### config.mk
export PLATFORM = sky130hd
export DESIGN_NAME = cvls_seq
export DESIGN_NICKNAME = d
export VERILOG_FILES = /design/src/sv/cvls_pkg.sv /design/src/sv/cvls_seq.sv
export SDC_FILE = /design/constraint.sdc
export NUM_CORES = 1
export LEC_CHECK = 0
export BUFFER_PORTS_ARGS = -buffer_cell sky130_fd_sc_hd__clkbuf_2
export CORE_MARGIN = 4
export CORE_UTILIZATION = 50
export DETAILED_ROUTE_END_ITERATION = 12
export PLACE_DENSITY = 0.91
export SLEW_MARGIN = 20
export SYNTH_ARGS = -nofsm -noshare
export SYNTH_HDL_FRONTEND = slang
export SYNTH_SLANG_ARGS = --single-unit
### constraint.sdc
create_clock -name clk -period 5 [get_ports clk]
set_input_delay 1 -clock clk [delete_from_list [all_inputs] [get_ports clk]]
set_output_delay 1 -clock clk [all_outputs]
set_load 0.005 [all_outputs]
### src/sv/cvls_pkg.sv
`default_nettype none
package cvls_pkg;

	localparam int STORE_COLUMNS   = 16;
	localparam int STORE_ROWS      = 128;
	localparam int LINES_PER_FRAME = 263;

	localparam int COL_W  = (STORE_COLUMNS > 1) ? $clog2(STORE_COLUMNS) : 1;
	localparam int ROW_W  = $clog2(STORE_ROWS);
	localparam int DEPTH  = STORE_COLUMNS * STORE_ROWS;
	localparam int ADDR_W = $clog2(DEPTH);
	localparam int WORD_W = 32;
	localparam int LINE_W = 9;
	localparam int OFS_W  = 12;

	localparam int IN_DATA_W  = 48;
	localparam int OUT_DATA_W = 56;

	localparam logic [OFS_W-1:0] OFS_SYNC   = 12'd0;
	localparam logic [OFS_W-1:0] OFS_SWAP   = 12'd256;
	localparam logic [OFS_W-1:0] OFS_BURST  = 12'd257;
	localparam logic [OFS_W-1:0] OFS_BLACK  = 12'd550;
	localparam logic [OFS_W-1:0] OFS_PIXELS = 12'd700;

	localparam logic [LINE_W-1:0] LINE_SWAP_FIRST    = 9'd248;
	localparam logic [LINE_W-1:0] LINE_SWAP_LAST     = 9'd250;
	localparam logic [LINE_W-1:0] LINE_NOBURST_FIRST = 9'd246;
	localparam logic [LINE_W-1:0] LINE_NOBURST_LAST  = 9'd253;
	localparam logic [LINE_W-1:0] LINE_VIS_FIRST     = 9'd26;
	localparam logic [LINE_W-1:0] LINE_VIS_LAST      = 9'd224;
	localparam logic [LINE_W-1:0] LINE_ROW_BASE      = 9'd25;
	localparam logic [LINE_W-1:0] LINE_LAST          = LINE_W'(LINES_PER_FRAME);

	typedef enum logic [1:0] {
		KIND_SYNC  = 2'd0,
		KIND_BLACK = 2'd1,
		KIND_BURST = 2'd2,
		KIND_PIXEL = 2'd3
	} kind_t;

	typedef enum logic {
		OP_WRITE = 1'b0,
		OP_TICK  = 1'b1
	} opcode_t;

	typedef enum logic [2:0] {
		ST_IDLE,
		ST_SYNC,
		ST_SWAP,
		ST_BURST,
		ST_BLANK,
		ST_PIX,
		ST_TAIL
	} state_t;

	typedef struct packed {
		logic [4:0]        pad;
		logic [WORD_W-1:0] word;
		logic [6:0]        row;
		logic [3:0]        column;
	} in_data_t;

	typedef struct packed {
		logic [2:0]        pad;
		logic [WORD_W-1:0] word;
		logic [OFS_W-1:0]  start;
		logic [LINE_W-1:0] line;
	} out_data_t;

	typedef struct packed {
		logic              we;
		logic [ADDR_W-1:0] waddr;
		logic [WORD_W-1:0] wdata;
		logic              re;
		logic [ADDR_W-1:0] raddr;
	} ram_req_t;

endpackage
`default_nettype wire

### src/sv/cvls_seq.sv
`default_nettype none
module cvls_seq (
	input  logic                            clk,
	input  logic                            arst_n,
	input  logic                            s_tvalid,
	output logic                            s_tready,
	input  cvls_pkg::opcode_t               opcode,
	input  cvls_pkg::in_data_t              in_d,
	output logic                            m_tvalid,
	input  logic                            m_tready,
	output cvls_pkg::out_data_t             out_d,
	output cvls_pkg::kind_t                 out_kind,
	output logic                            out_last,
	output cvls_pkg::ram_req_t              ram_req,
	input  logic [cvls_pkg::WORD_W-1:0]     ram_rdata
);
	import cvls_pkg::*;

	state_t             state_q, state_d;
	logic [LINE_W-1:0]  line_q;
	logic [LINE_W-1:0]  cur_q;
	logic [ROW_W-1:0]   row_q;
	logic [COL_W-1:0]   col_q;
	logic               m_tvalid_q;
	out_data_t          out_q;
	kind_t              kind_q;
	logic               last_q;

	logic               slot_free;
	logic               tick_acc;
	logic               load;
	logic [OFS_W-1:0]   seg_start;
	kind_t              seg_kind;
	logic [WORD_W-1:0]  seg_word;
	logic               seg_last;
	logic               col_step;
	logic               swap_line;
	logic               burst_line;
	logic               vis_line;
	logic [LINE_W-1:0]  row_diff;
	logic [ROW_W-1:0]   row_now;
	logic [COL_W-1:0]   col_next;
	logic [LINE_W-1:0]  line_inc;

	assign slot_free = !m_tvalid_q || m_tready;
	assign s_tready  = (state_q == ST_IDLE);
	assign tick_acc  = s_tvalid && s_tready && (opcode == OP_TICK);

	assign swap_line  = cur_q inside {[LINE_SWAP_FIRST:LINE_SWAP_LAST]};
	assign burst_line = !(cur_q inside {[LINE_NOBURST_FIRST:LINE_NOBURST_LAST]});
	assign vis_line   = cur_q inside {[LINE_VIS_FIRST:LINE_VIS_LAST]};

	// rows never exceed the store on visible lines, so plain truncation suffices
	assign row_diff = line_q - LINE_ROW_BASE;
	assign row_now  = ROW_W'(row_diff >> 1);
	assign col_next = COL_W'(col_q + 1'b1);
	assign line_inc = line_q + 1'b1;

	always_comb begin
		state_d = state_q;
		case (state_q)
			ST_IDLE: begin
				if (tick_acc) state_d = ST_SYNC;
			end
			ST_SYNC: begin
				if (slot_free) state_d = ST_SWAP;
			end
			ST_SWAP: begin
				if (slot_free) begin
					if (burst_line)    state_d = ST_BURST;
					else if (vis_line) state_d = ST_PIX;
					else               state_d = ST_IDLE;
				end
			end
			ST_BURST: begin
				if (slot_free) state_d = ST_BLANK;
			end
			ST_BLANK: begin
				if (slot_free) state_d = vis_line ? ST_PIX : ST_IDLE;
			end
			ST_PIX: begin
				if (slot_free && col_q == COL_W'(STORE_COLUMNS - 1)) state_d = ST_TAIL;
			end
			ST_TAIL: begin
				if (slot_free) state_d = ST_IDLE;
			end
			default: state_d = ST_IDLE;
		endcase
	end

	always_comb begin
		load      = 1'b0;
		seg_start = OFS_SYNC;
		seg_kind  = KIND_SYNC;
		seg_word  = '0;
		seg_last  = 1'b0;
		col_step  = 1'b0;
		ram_req   = '0;
		ram_req.waddr = ADDR_W'(32'(in_d.column) * STORE_ROWS + 32'(in_d.row));
		ram_req.wdata = in_d.word;
		ram_req.raddr = ADDR_W'(row_now);
		case (state_q)
			ST_IDLE: begin
				// writes outside the store are dropped
				ram_req.we = s_tvalid && (opcode == OP_WRITE)
					&& (32'(in_d.column) < STORE_COLUMNS) && (32'(in_d.row) < STORE_ROWS);
				// prefetch column 0 of this line's row
				ram_req.re = tick_acc;
			end
			ST_SYNC: begin
				load      = slot_free;
				seg_start = OFS_SYNC;
				seg_kind  = swap_line ? KIND_BLACK : KIND_SYNC;
			end
			ST_SWAP: begin
				load      = slot_free;
				seg_start = OFS_SWAP;
				seg_kind  = swap_line ? KIND_SYNC : KIND_BLACK;
				seg_last  = !burst_line && !vis_line;
			end
			ST_BURST: begin
				load      = slot_free;
				seg_start = OFS_BURST;
				seg_kind  = KIND_BURST;
			end
			ST_BLANK: begin
				load      = slot_free;
				seg_start = OFS_BLACK;
				seg_kind  = KIND_BLACK;
				seg_last  = !vis_line;
			end
			ST_PIX: begin
				load      = slot_free;
				seg_start = OFS_PIXELS;
				seg_kind  = KIND_PIXEL;
				seg_word  = ram_rdata;
				col_step  = slot_free;
				// fetch the next column while this one goes out
				ram_req.re    = slot_free && (col_q != COL_W'(STORE_COLUMNS - 1));
				ram_req.raddr = ADDR_W'(32'(col_next) * STORE_ROWS + 32'(row_q));
			end
			ST_TAIL: begin
				load      = slot_free;
				seg_start = OFS_PIXELS;
				seg_kind  = KIND_BLACK;
				seg_last  = 1'b1;
			end
			default: ;
		endcase
	end

	always_ff @(posedge clk or negedge arst_n) begin
		if (!arst_n) begin
			state_q    <= ST_IDLE;
			line_q     <= '0;
			col_q      <= '0;
			m_tvalid_q <= 1'b0;
		end else begin
			state_q <= state_d;
			if (tick_acc) begin
				line_q <= (line_inc > LINE_LAST) ? LINE_W'(1) : line_inc;
				col_q  <= '0;
			end else if (col_step) begin
				col_q <= col_next;
			end
			if (load) begin
				m_tvalid_q <= 1'b1;
			end else if (m_tready) begin
				m_tvalid_q <= 1'b0;
			end
		end
	end

	always_ff @(posedge clk) begin
		if (tick_acc) begin
			cur_q <= line_q;
			row_q <= row_now;
		end
		if (load) begin
			out_q.pad   <= '0;
			out_q.line  <= cur_q;
			out_q.start <= seg_start;
			out_q.word  <= seg_word;
			kind_q      <= seg_kind;
			last_q      <= seg_last;
		end
	end

	assign m_tvalid = m_tvalid_q;
	assign out_d    = out_q;
	assign out_kind = kind_q;
	assign out_last = last_q;

endmodule
`default_nettype wire

==> results.sh, run 1 <==
export IMPL_cts_resized=0
export IMPL_synth_top_cell_area_share_pct=48.01
export IMPL_wl_per_cell_um=15.72
export IMPL_synth_top_family_by_area="simple AND/OR/NAND/NOR gates"
export IMPL_port_buffers=104
export IMPL_synth_edf_count=65
export IMPL_drive_gt1_share_pct=33.91
export IMPL_grt_setup_unrepaired="false"
export IMPL_grt_use_total_pct=16.05
export IMPL_synth_xor_area_share_pct=3.632
export IMPL_cts_tree="built"
export IMPL_synth_distinct_cells=53
export IMPL_worstSetupStartpointType="flop"
export IMPL_ys_seq_area_share_pct=58.48
export IMPL_tns_ns=0
export IMPL_synthAdderAreaFrac_pct=1.231
export IMPL_powerDensity_mw_per_mm2=539.2
export IMPL_nets=488
export IMPL_endpoint_kind="output port"
export IMPL_swShare_pct=32.47
export IMPL_power_internal_w=0.001639
export IMPL_grt_max_degree=42
export IMPL_grt_pass1_vias=2501
export IMPL_synth_warning_count=0
export IMPL_clk_pin_slew_ns=0.09
export IMPL_syn_avg_cell_area_um2=11.75
export IMPL_p_comb_share_pct=28.8
export IMPL_drt_first_iter_violations=76
export IMPL_dpl_cell_area_mm2=0.004272
export IMPL_ys_ff_latch=82
export IMPL_die_area_mm2=0.009637
export IMPL_tightest_slew_ns=1.023
export IMPL_clockBufferDepth=2
export IMPL_hpwlAfterDp_mm=5.812
export IMPL_fin_crit_ns=3.289
export IMPL_leakagePower_nw=1.902
export IMPL_diodes=0
export IMPL_max_cap_violations=0
export IMPL_cts_sinks=82
export IMPL_final_hold_viol_count=0
export IMPL_setup_viol=0
export IMPL_die_x_um=98.17
export IMPL_finClkSkew_ns=0.006708
export IMPL_drtPass1Iterations=4
export IMPL_die_h_um=98.17
export IMPL_holdBufCountCts=0
export IMPL_synth_area_mux_share_pct=0.8002
export IMPL_yosysTopAreaCell="edfxtp_1"
export IMPL_p_clk_share_pct=21.9
export IMPL_required_ns=4.00
export IMPL_pwr_share_seq_pct=49.3
export IMPL_ir_drop_mv=0.2337
export IMPL_drc_errors=0
export IMPL_io_pins=202
export IMPL_synth_compound_area_share_pct=6.648
export IMPL_ys_flop_type="edfxtp_1"
export IMPL_cts_setup_buffers=0
export IMPL_syn_area_mm2=0.004065
export IMPL_antenna_found_initial=0
export IMPL_slew_headroom_pct=31.71
export IMPL_status="completed"
export IMPL_rows=32
export IMPL_grt_pass1_wl_mm=12.31
export IMPL_power_w=0.002428
export IMPL_cts_buffers=9
export IMPL_cp_arrival_ns=2.29
export IMPL_hp_class="flop to flop"
export IMPL_overflow=0
export IMPL_p_sw_w=0.0007881
export IMPL_ys_top_cells_by_area="edfxtp_1 (48%), dfrtp_1 (10%), buf_4 (10%)"
export IMPL_postSynthCellCount=346
export IMPL_cts_root_buf="clkbuf_8"
export IMPL_htreeDepth=3
export IMPL_insertion_delay_ns=0.35
export IMPL_gp_congestion=0.8937
export IMPL_fin_crit_sh_pct=65.78
export IMPL_via_count=2661
export IMPL_start_util_pct=52.07
export IMPL_synthToLayoutAreaGrowth_pct=10.74
export IMPL_max_freq_mhz=304.0
export IMPL_ant_nets=0
export IMPL_core_area_mm2=0.007807
export IMPL_finalMaxSlewViolations=0
export IMPL_worstSetupPathType="flop to output port"
export IMPL_holdWs_ns=0.5056
export IMPL_fillers=613
export IMPL_worstPathMaxFanout=16
export IMPL_yosys_area_share_simple_pct=16.99
export IMPL_fin_area_mm2=0.004502
export IMPL_synthArstFlopShare_pct=20.73
export IMPL_wirelength_mm=7.955
export IMPL_viasPerCell=5.259
-- cells in the final DEF (no fill, tap or decap), drive strengths merged, types with 9 or more instances in the layout --
| cell type | synthesis | final |
|---|---|---|
| nand3 | 9 | 9 |
| a21oi | 9 | 9 |
| xnor2 | 9 | 9 |
| clkbuf | 8 | 113 |
| edfxtp | 65 | 65 |
| nor2 | 30 | 30 |
| dfrtp | 17 | 17 |
| and2 | 37 | 37 |
| nand2 | 26 | 26 |
| o21ai | 13 | 13 |
-- power by group through the flow --
stage	Clock [W]	Combinational, W	Sequential (W)
6_report	0.000532	0.000698	0.00120
5_1_grt	0.000571	0.000782	0.00123
4_1_cts	0.000542	0.000711	0.00120
3_5_place_dp	0	0.000706	0.00121
3_3_place_gp	0	0.000692	0.00120
2_1_floorplan	0	0.000456	0.00118
-- critical path: stages, from the launching register on --
cell and delay [ns]:
dfrtp_1 0.66, nand3b_1 0.57, nor2_1 0.43, nand2_1 0.09, nand2_1 0.07, clkbuf_2 0.11
-- sequential cells by signal (all words and copies together) (netlist names) --
| signal | count |
|---|---|
| line_q | 9 |
| row_q | 7 |
| m_tvalid | 1 |
| out_d | 46 |
| out_last | 1 |
| cur_q | 9 |
| out_kind | 2 |
| state_q | 3 |
| col_q | 4 |
-- final timing paths --
check                           startpoint  slack [ns]  cells past startpoint           to
worst max register to register  state_q[1]        2.47                      5    line_q[6]
worst min register to register    cur_q[0]        0.51                      0     out_d[0]
min in group asynchronous           arst_n        0.57                      1    line_q[1]
max in group asynchronous           arst_n        4.12                      1   state_q[0]
worst min-delay path              cur_q[0]        0.51                      0     out_d[0]
worst max-delay path            state_q[0]        1.71                      5  ram_req[11]
-- metal layers --
metal,wire [um],GRT usage [%]
met1,3081,18.82
met2,3800,26.07
met3,759,4.500
met4,314,9.979
met5,0,0
-- stage by stage --
| step | utilization (%) | std cells | worst slack [ns] |
|---|---|---|---|
| final | 57.66 | 506 | 1.711 |
| after global routing | 57.66 | 506 | 1.396 |
| after CTS | 57.60 | 506 | 1.618 |
| after detailed placement | 54.71 | 490 | 2.020 |
| after global placement | 54.71 | 490 | 2.076 |
| after floorplan | - | 351 | 1.399 |
-- cells in the mapped netlist (all sizes together), types with 2 or more instances --
master,instances
nand3,9
dfrtp,17
xnor2,9
a21oi,9
and2,37
o41ai,2
a21o,2
nand2,26
clkbuf,8
o31ai,3
and3,4
o21ai,13
ha,4
xor2,7
edfxtp,65
a211oi,3
buf,60
nor2b,5
nor3b,2
nor3,7
nand2b,3
inv,4
mux2,2
nor2,30
-- cell families after synthesis --
group                    count (synthesis)
AO/OA/AOI/OAI                           39
buffers and inverters                   72
XOR/XNOR                                16
AND/OR/NAND/NOR                        129
other                                    1
flip-flops                              82
multiplexers                             3
adder cells (fa/ha/maj)                  4
-- final cells by class --
class                      count  area, um2  share of cell area [%]
multi-input combinational    197       1229                   27.29
tap                          102      127.6                   2.835
clock inverter                 7      101.3                   2.251
clock buffer                   9      123.9                   2.752
inverter                       4      15.01                  0.3335
sequential                    82       2377                   52.81
timing repair buffer         105      528.0                   11.73
(Power assumes the default switching activity.)
==> run 2, diff against run 1 <==
--- a/config.mk
+++ b/config.mk
@@ -7,9 +7,9 @@
 export LEC_CHECK = 0
 export BUFFER_PORTS_ARGS = -buffer_cell sky130_fd_sc_hd__clkbuf_2
 export CORE_MARGIN = 4
-export CORE_UTILIZATION = 50
+export CORE_UTILIZATION = 46
 export DETAILED_ROUTE_END_ITERATION = 12
-export PLACE_DENSITY = 0.91
+export PLACE_DENSITY = 0.85
 export SLEW_MARGIN = 20
 export SYNTH_ARGS = -nofsm -noshare
 export SYNTH_HDL_FRONTEND = slang
==> constraint.sdc (replaced) <==
create_clock -name clk -period 3.05 [get_ports clk]
set_input_delay 0.61 -clock clk [delete_from_list [all_inputs] [get_ports clk]]
set_output_delay 0.61 -clock clk [all_outputs]
set_load 0.005 [all_outputs]
==> run 2 against run 1 <==
Die area rose by 8.0%. Critical endpoint is now ram_req[1]. Largest cell class unchanged. Worst hold slack worse by 0.32 ns. Global-route usage decreased by 0.92 points. Critical path type unchanged.
==> results.sh, run 2 (same netlist as run 1, synthesis figures left out) <==
export IMPL_status="completed"
export IMPL_rrSetupSlack_ns=0.73
export IMPL_core_area_mm2=0.008678
export IMPL_slew_headroom_pct=55.18
export IMPL_cts_buffers=9
export IMPL_p_comb_share_pct=30.6
export IMPL_grt_max_degree=35
export IMPL_ir_drop_mv=0.3855
export IMPL_gp_congestion=0.8829
export IMPL_port_buffers=104
export IMPL_synthToLayoutAreaGrowth_pct=10.50
export IMPL_tns_ns=0
export IMPL_insertion_delay_ns=0.35
export IMPL_cts_resized=0
export IMPL_grt_pass1_vias=2503
export IMPL_grt_pass1_wl_mm=12.12
export IMPL_place_ws_ns=0.7279
export IMPL_die_x_um=102.0
export IMPL_path_cells="nand3b_1 -> buf_4 -> mux2_2 -> clkbuf_2"
export IMPL_cp_arrival_ns=2.03
export IMPL_wl_per_cell_um=15.43
export IMPL_finalMaxSlewViolations=0
export IMPL_max_cap_violations=0
export IMPL_rows=34
export IMPL_die_h_um=102.0
export IMPL_tightest_slew_ns=0.6715
export IMPL_ff_latch_area_mm2=0.002377
export IMPL_die_area_mm2=0.01041
export IMPL_p_clk_share_pct=18.4
export IMPL_clk_pin_slew_ns=0.09
export IMPL_worstRegToRegCells=4
export IMPL_rr_endpoint="cur_q[7]"
export IMPL_drc_errors=0
export IMPL_cts_root_buf="clkbuf_8"
export IMPL_hp_class="input port to async pin"
export IMPL_final_hold_viol_count=0
export IMPL_fin_crit_sh_pct=86.54
export IMPL_nets=491
export IMPL_start_util_pct=46.84
export IMPL_slowest_delay_ns=0.67
export IMPL_diodes=0
export IMPL_grt_setup_unrepaired="false"
export IMPL_fin_crit_ns=2.639
export IMPL_endpoint_kind="output port"
export IMPL_pwr_share_seq_pct=51.0
export IMPL_drive_gt1_share_pct=34.40
export IMPL_max_freq_mhz=378.9
export IMPL_setup_viol=0
export IMPL_htreeDepth=3
export IMPL_power_internal_w=0.002545
export IMPL_cts_sinks=82
export IMPL_leakagePower_nw=1.902
export IMPL_drt_first_iter_violations=83
export IMPL_via_count=2593
export IMPL_viasPerCell=5.035
export IMPL_cts_tree="built"
export IMPL_fin_ws_ns=0.4106
export IMPL_hpwlAfterDp_mm=5.938
export IMPL_overflow=0
export IMPL_worstPathMaxFanout=14
export IMPL_wirelength_mm=7.949
export IMPL_antenna_found_initial=0
export IMPL_clockBufferDepth=2
export IMPL_p_sw_w=0.001286
export IMPL_power_w=0.003831
export IMPL_final_cell_mix="clkbuf_2 (104), edfxtp_1 (65), and2_1 (37)"
export IMPL_grt_use_total_pct=15.13
export IMPL_slowest_stage="dfrtp_1"
export IMPL_multiInputGateArea_mm2=0.001224
export IMPL_regToRegStartpoint="state_q[1]"
export IMPL_powerDensity_mw_per_mm2=852.9
export IMPL_worstSetupPathType="flop to output port"
export IMPL_ant_nets=0
export IMPL_swShare_pct=33.58
export IMPL_required_ns=2.44
export IMPL_drtPass1Iterations=4
export IMPL_holdBufCountCts=0
export IMPL_layout_commonest_cell="clkbuf_2"
export IMPL_fillers=755
export IMPL_cts_setup_buffers=0
export IMPL_io_pins=202
export IMPL_finClkSkew_ns=0.01211
export IMPL_worstSetupStartpointType="flop"
export IMPL_largest_reg_flops=46
[run 2: cell count changes in the layout (fill, tap and decap cells not counted), sizes merged]
cell | previous run | this run
buf | 1 | 4
bufinv | 2 | 0
clkinv | 1 | 3
[run 2: per-stage QoR]
step	cell area (um2)	hold WS (ns)	std cells	utilization, %
finish	4492	0.1900	515	51.76
global route	4492	0.1999	515	51.76
CTS	4492	0.1851	515	51.76
detailed placement	4314	0.4640	499	49.71
global placement	4314	0.4660	499	49.71
floorplan	4086	0.3144	351	-
[run 2: worst max path at each step]
stage / from / end / slack [ns] / cells after the start
floorplan: state_q[2] / out_d[0] / 0.51 / 5
global placement: state_q[0] / cur_q[7] / 0.76 / 4
detailed placement: state_q[1] / cur_q[7] / 0.73 / 4
CTS: line_q[2] / ram_req[6] / 0.36 / 7
global route: line_q[2] / ram_req[6] / 0.15 / 7
finish: state_q[1] / ram_req[1] / 0.41 / 4
[run 2: layer usage]
layer / global-route usage, % / wire length [um] / vias to the layer above
li1: - / - / 1237
met2: 23.69 / 3582 / 126
met4: 7.366 / 282 / 0
met5: 0 / 0 / -
met3: 6.007 / 873 / 41
met1: 18.29 / 3210 / 1189
[run 2: area by class of cell]
type	instances	area share, %
Clock inverter	7	1.198
Clock buffer	9	2.758
Sequential cell	82	52.92
Multi-Input combinational cell	197	27.24
Tap cell	108	3.008
Inverter	4	0.3343
Timing Repair Buffer	108	12.53
[run 2: critical path, delay by kind of cell, from the launching register on]
kind,cells,cell delay [ns]
buffers and inverters,2,0.34
multiplexers,1,0.35
flip-flops,1,0.67
AND/OR/NAND/NOR,1,0.33
[run 2: power by group through the flow]
stage                     registers, W  clock network, W  logic, W
after floorplan                0.00193                 0  0.000751
after global placement         0.00196                 0   0.00117
after detailed placement       0.00198                 0   0.00119
after CTS                      0.00196          0.000733   0.00120
after global routing           0.00200          0.000795   0.00132
final                          0.00195          0.000705   0.00117
==> run 3, diff against run 2 <==
==> constraint.sdc (replaced) <==
create_clock -name clk -period 2.43 [get_ports clk]
set_input_delay 0.486 -clock clk [delete_from_list [all_inputs] [get_ports clk]]
set_output_delay 0.486 -clock clk [all_outputs]
set_load 0.005 [all_outputs]
==> run 3 against run 2 <==
Global-route usage grew 0.45 points. Final cell count grew 2.7%. Sequential share of layout area is 1.7 points lower. Non-clock buffer count grew 14. Highest routed layer unchanged.
==> results.sh, run 3 (same netlist as run 1, synthesis figures left out) <==
export IMPL_status="completed"
export IMPL_fin_area_mm2=0.004656
export IMPL_via_count=2659
export IMPL_grt_pass1_wl_mm=12.48
export IMPL_hp_class="input port to async pin"
export IMPL_htreeDepth=3
export IMPL_io_pins=202
export IMPL_worstSetupPathType="flop to output port"
export IMPL_worstPathMaxFanout=7
export IMPL_fin_crit_ns=2.340
export IMPL_grt_max_degree=33
export IMPL_final_cells=529
export IMPL_tightest_slew_ns=0.6604
export IMPL_cts_sinks=82
export IMPL_max_cap_violations=0
export IMPL_hpwlAfterDp_mm=6.265
export IMPL_powerDensity_mw_per_mm2=1109
export IMPL_gp_congestion=0.9024
export IMPL_wirelength_mm=8.436
export IMPL_worstRegToRegCells=4
export IMPL_drive_gt1_share_pct=38.95
export IMPL_nets=505
export IMPL_largest_reg_flops=46
export IMPL_fin_crit_sh_pct=96.30
export IMPL_fillers=736
export IMPL_ir_drop_mv=0.4725
export IMPL_slowest_stage="dfrtp_2"
export IMPL_regToRegStartpoint="state_q[1]"
export IMPL_grt_use_total_pct=15.59
export IMPL_synthToLayoutAreaGrowth_pct=14.53
export IMPL_cpMostUsedCell="nor2_1"
export IMPL_finalMaxSlewViolations=0
export IMPL_rows=34
export IMPL_dpl_cell_area_mm2=0.004354
export IMPL_power_w=0.005165
export IMPL_clk_pin_slew_ns=0.08
export IMPL_leakagePower_nw=1.982
export IMPL_drt_first_iter_violations=99
export IMPL_cts_tree="built"
export IMPL_clockBufferDepth=2
export IMPL_cp_arrival_ns=1.85
export IMPL_diodes=0
export IMPL_placedCellCount=506
export IMPL_port_buffers=104
export IMPL_antenna_found_initial=0
export IMPL_core_area_mm2=0.008678
export IMPL_setup_viol=0
export IMPL_cts_root_buf="clkbuf_8"
export IMPL_final_core_util_pct=53.65
export IMPL_worstSetupStartpointType="flop"
export IMPL_die_area_mm2=0.01041
export IMPL_final_hold_viol_count=0
export IMPL_cts_buffers=9
export IMPL_grt_setup_unrepaired="true"
export IMPL_finClkSkew_ns=0.008029
export IMPL_insertion_delay_ns=0.34
export IMPL_start_util_pct=46.84
export IMPL_die_h_um=102.0
export IMPL_endpoint_kind="output port"
export IMPL_layout_commonest_cell="clkbuf_2"
export IMPL_rr_endpoint="out_d[35]"
export IMPL_path_cells="inv_2 -> ha_1 -> nand2b_1 -> a21oi_2 -> xor2_1 -> nor2_1 -> nor2_1 -> clkbuf_2"
export IMPL_slew_headroom_pct=55.87
export IMPL_ant_nets=0
export IMPL_rrSetupSlack_ns=0.34
export IMPL_overflow=0
export IMPL_grt_pass1_vias=2516
export IMPL_wl_per_cell_um=15.95
export IMPL_drc_errors=0
export IMPL_required_ns=1.94
export IMPL_final_cell_mix="clkbuf_2 (104), edfxtp_1 (65), and2_1 (37)"
export IMPL_max_freq_mhz=427.3
export IMPL_drtPass1Iterations=6
export IMPL_die_x_um=102.0
export IMPL_viasPerCell=5.026
export IMPL_slowest_delay_ns=0.48
## run 3: cell count changes in the layout (fill, tap and decap cells not counted), sizes merged
cell	delta
clkinv	-1
clkinvlp	-1
bufinv	+2
buf	+14
clkbuf	+1
inv	-1
## run 3: worst max-delay path, delay by kind of cell, from the launching register on
family          cells  cell delay, ns
compound gates      1            0.16
xor+xnor            1            0.21
simple gates        3            0.25
buf+inv             2            0.23
fa+ha+maj           1            0.18
flops               1            0.48
## run 3: worst max path at each step
stage	startpoint	endpoint	slack [ns]	depth (start not counted)
after global placement	state_q[2]	out_d[29]	0.35	4
after detailed placement	state_q[2]	out_d[29]	0.30	4
final	line_q[0]	ram_req[5]	0.09	8
after floorplan	state_q[2]	out_d[0]	0.42	5
after global routing	line_q[0]	ram_req[5]	-0.03	8
after CTS	line_q[0]	ram_req[5]	0.009	8
## run 3: stage by stage
stage | hold WS [ns] | setup TNS (ns) | setup slack, ns
3_5_place_dp | 0.4510 | 0 | 0.2954
3_3_place_gp | 0.4428 | 0 | 0.3522
4_1_cts | 0.06638 | 0 | 0.008872
6_report | 0.07828 | 0 | 0.08994
2_1_floorplan | 0.1904 | 0 | 0.4216
5_1_grt | 0.08472 | -0.03888 | -0.02773
## run 3: metal layers
metal	routed length, um	vias to the layer above	track usage (%)
met1	3189	1219	18.17
met2	4048	120	25.64
met5	0	-	0
met3	837	53	4.642
met4	361	0	8.880
li1	-	1267	-
## run 3: layout make-up
class	instances	area, um2	share of cell area (%)
multi-input combinational	197	1249	26.82
inverter	4	15.01	0.3225
clock buffer	10	127.6	2.741
clock inverter	6	90.09	1.935
tap	108	135.1	2.902
timing repair buffer	122	655.6	14.08
sequential	82	2384	51.20
## run 3: report_power, final
group | internal (W) | switching (W)
clock | 0.000583 | 0.000494
sequential | 0.00215 | 0.000279
combinational | 0.000764 | 0.000891
total | 0.00350 | 0.00166
## run 3: what timing repair did
item,CTS,global route
gates cloned,0,0
buffers inserted,0,7
setup endpoints to repair,2,6
gates resized for setup,2,10
hold endpoints to repair,0,0
hold buffers,0,0
pin swaps,0,1
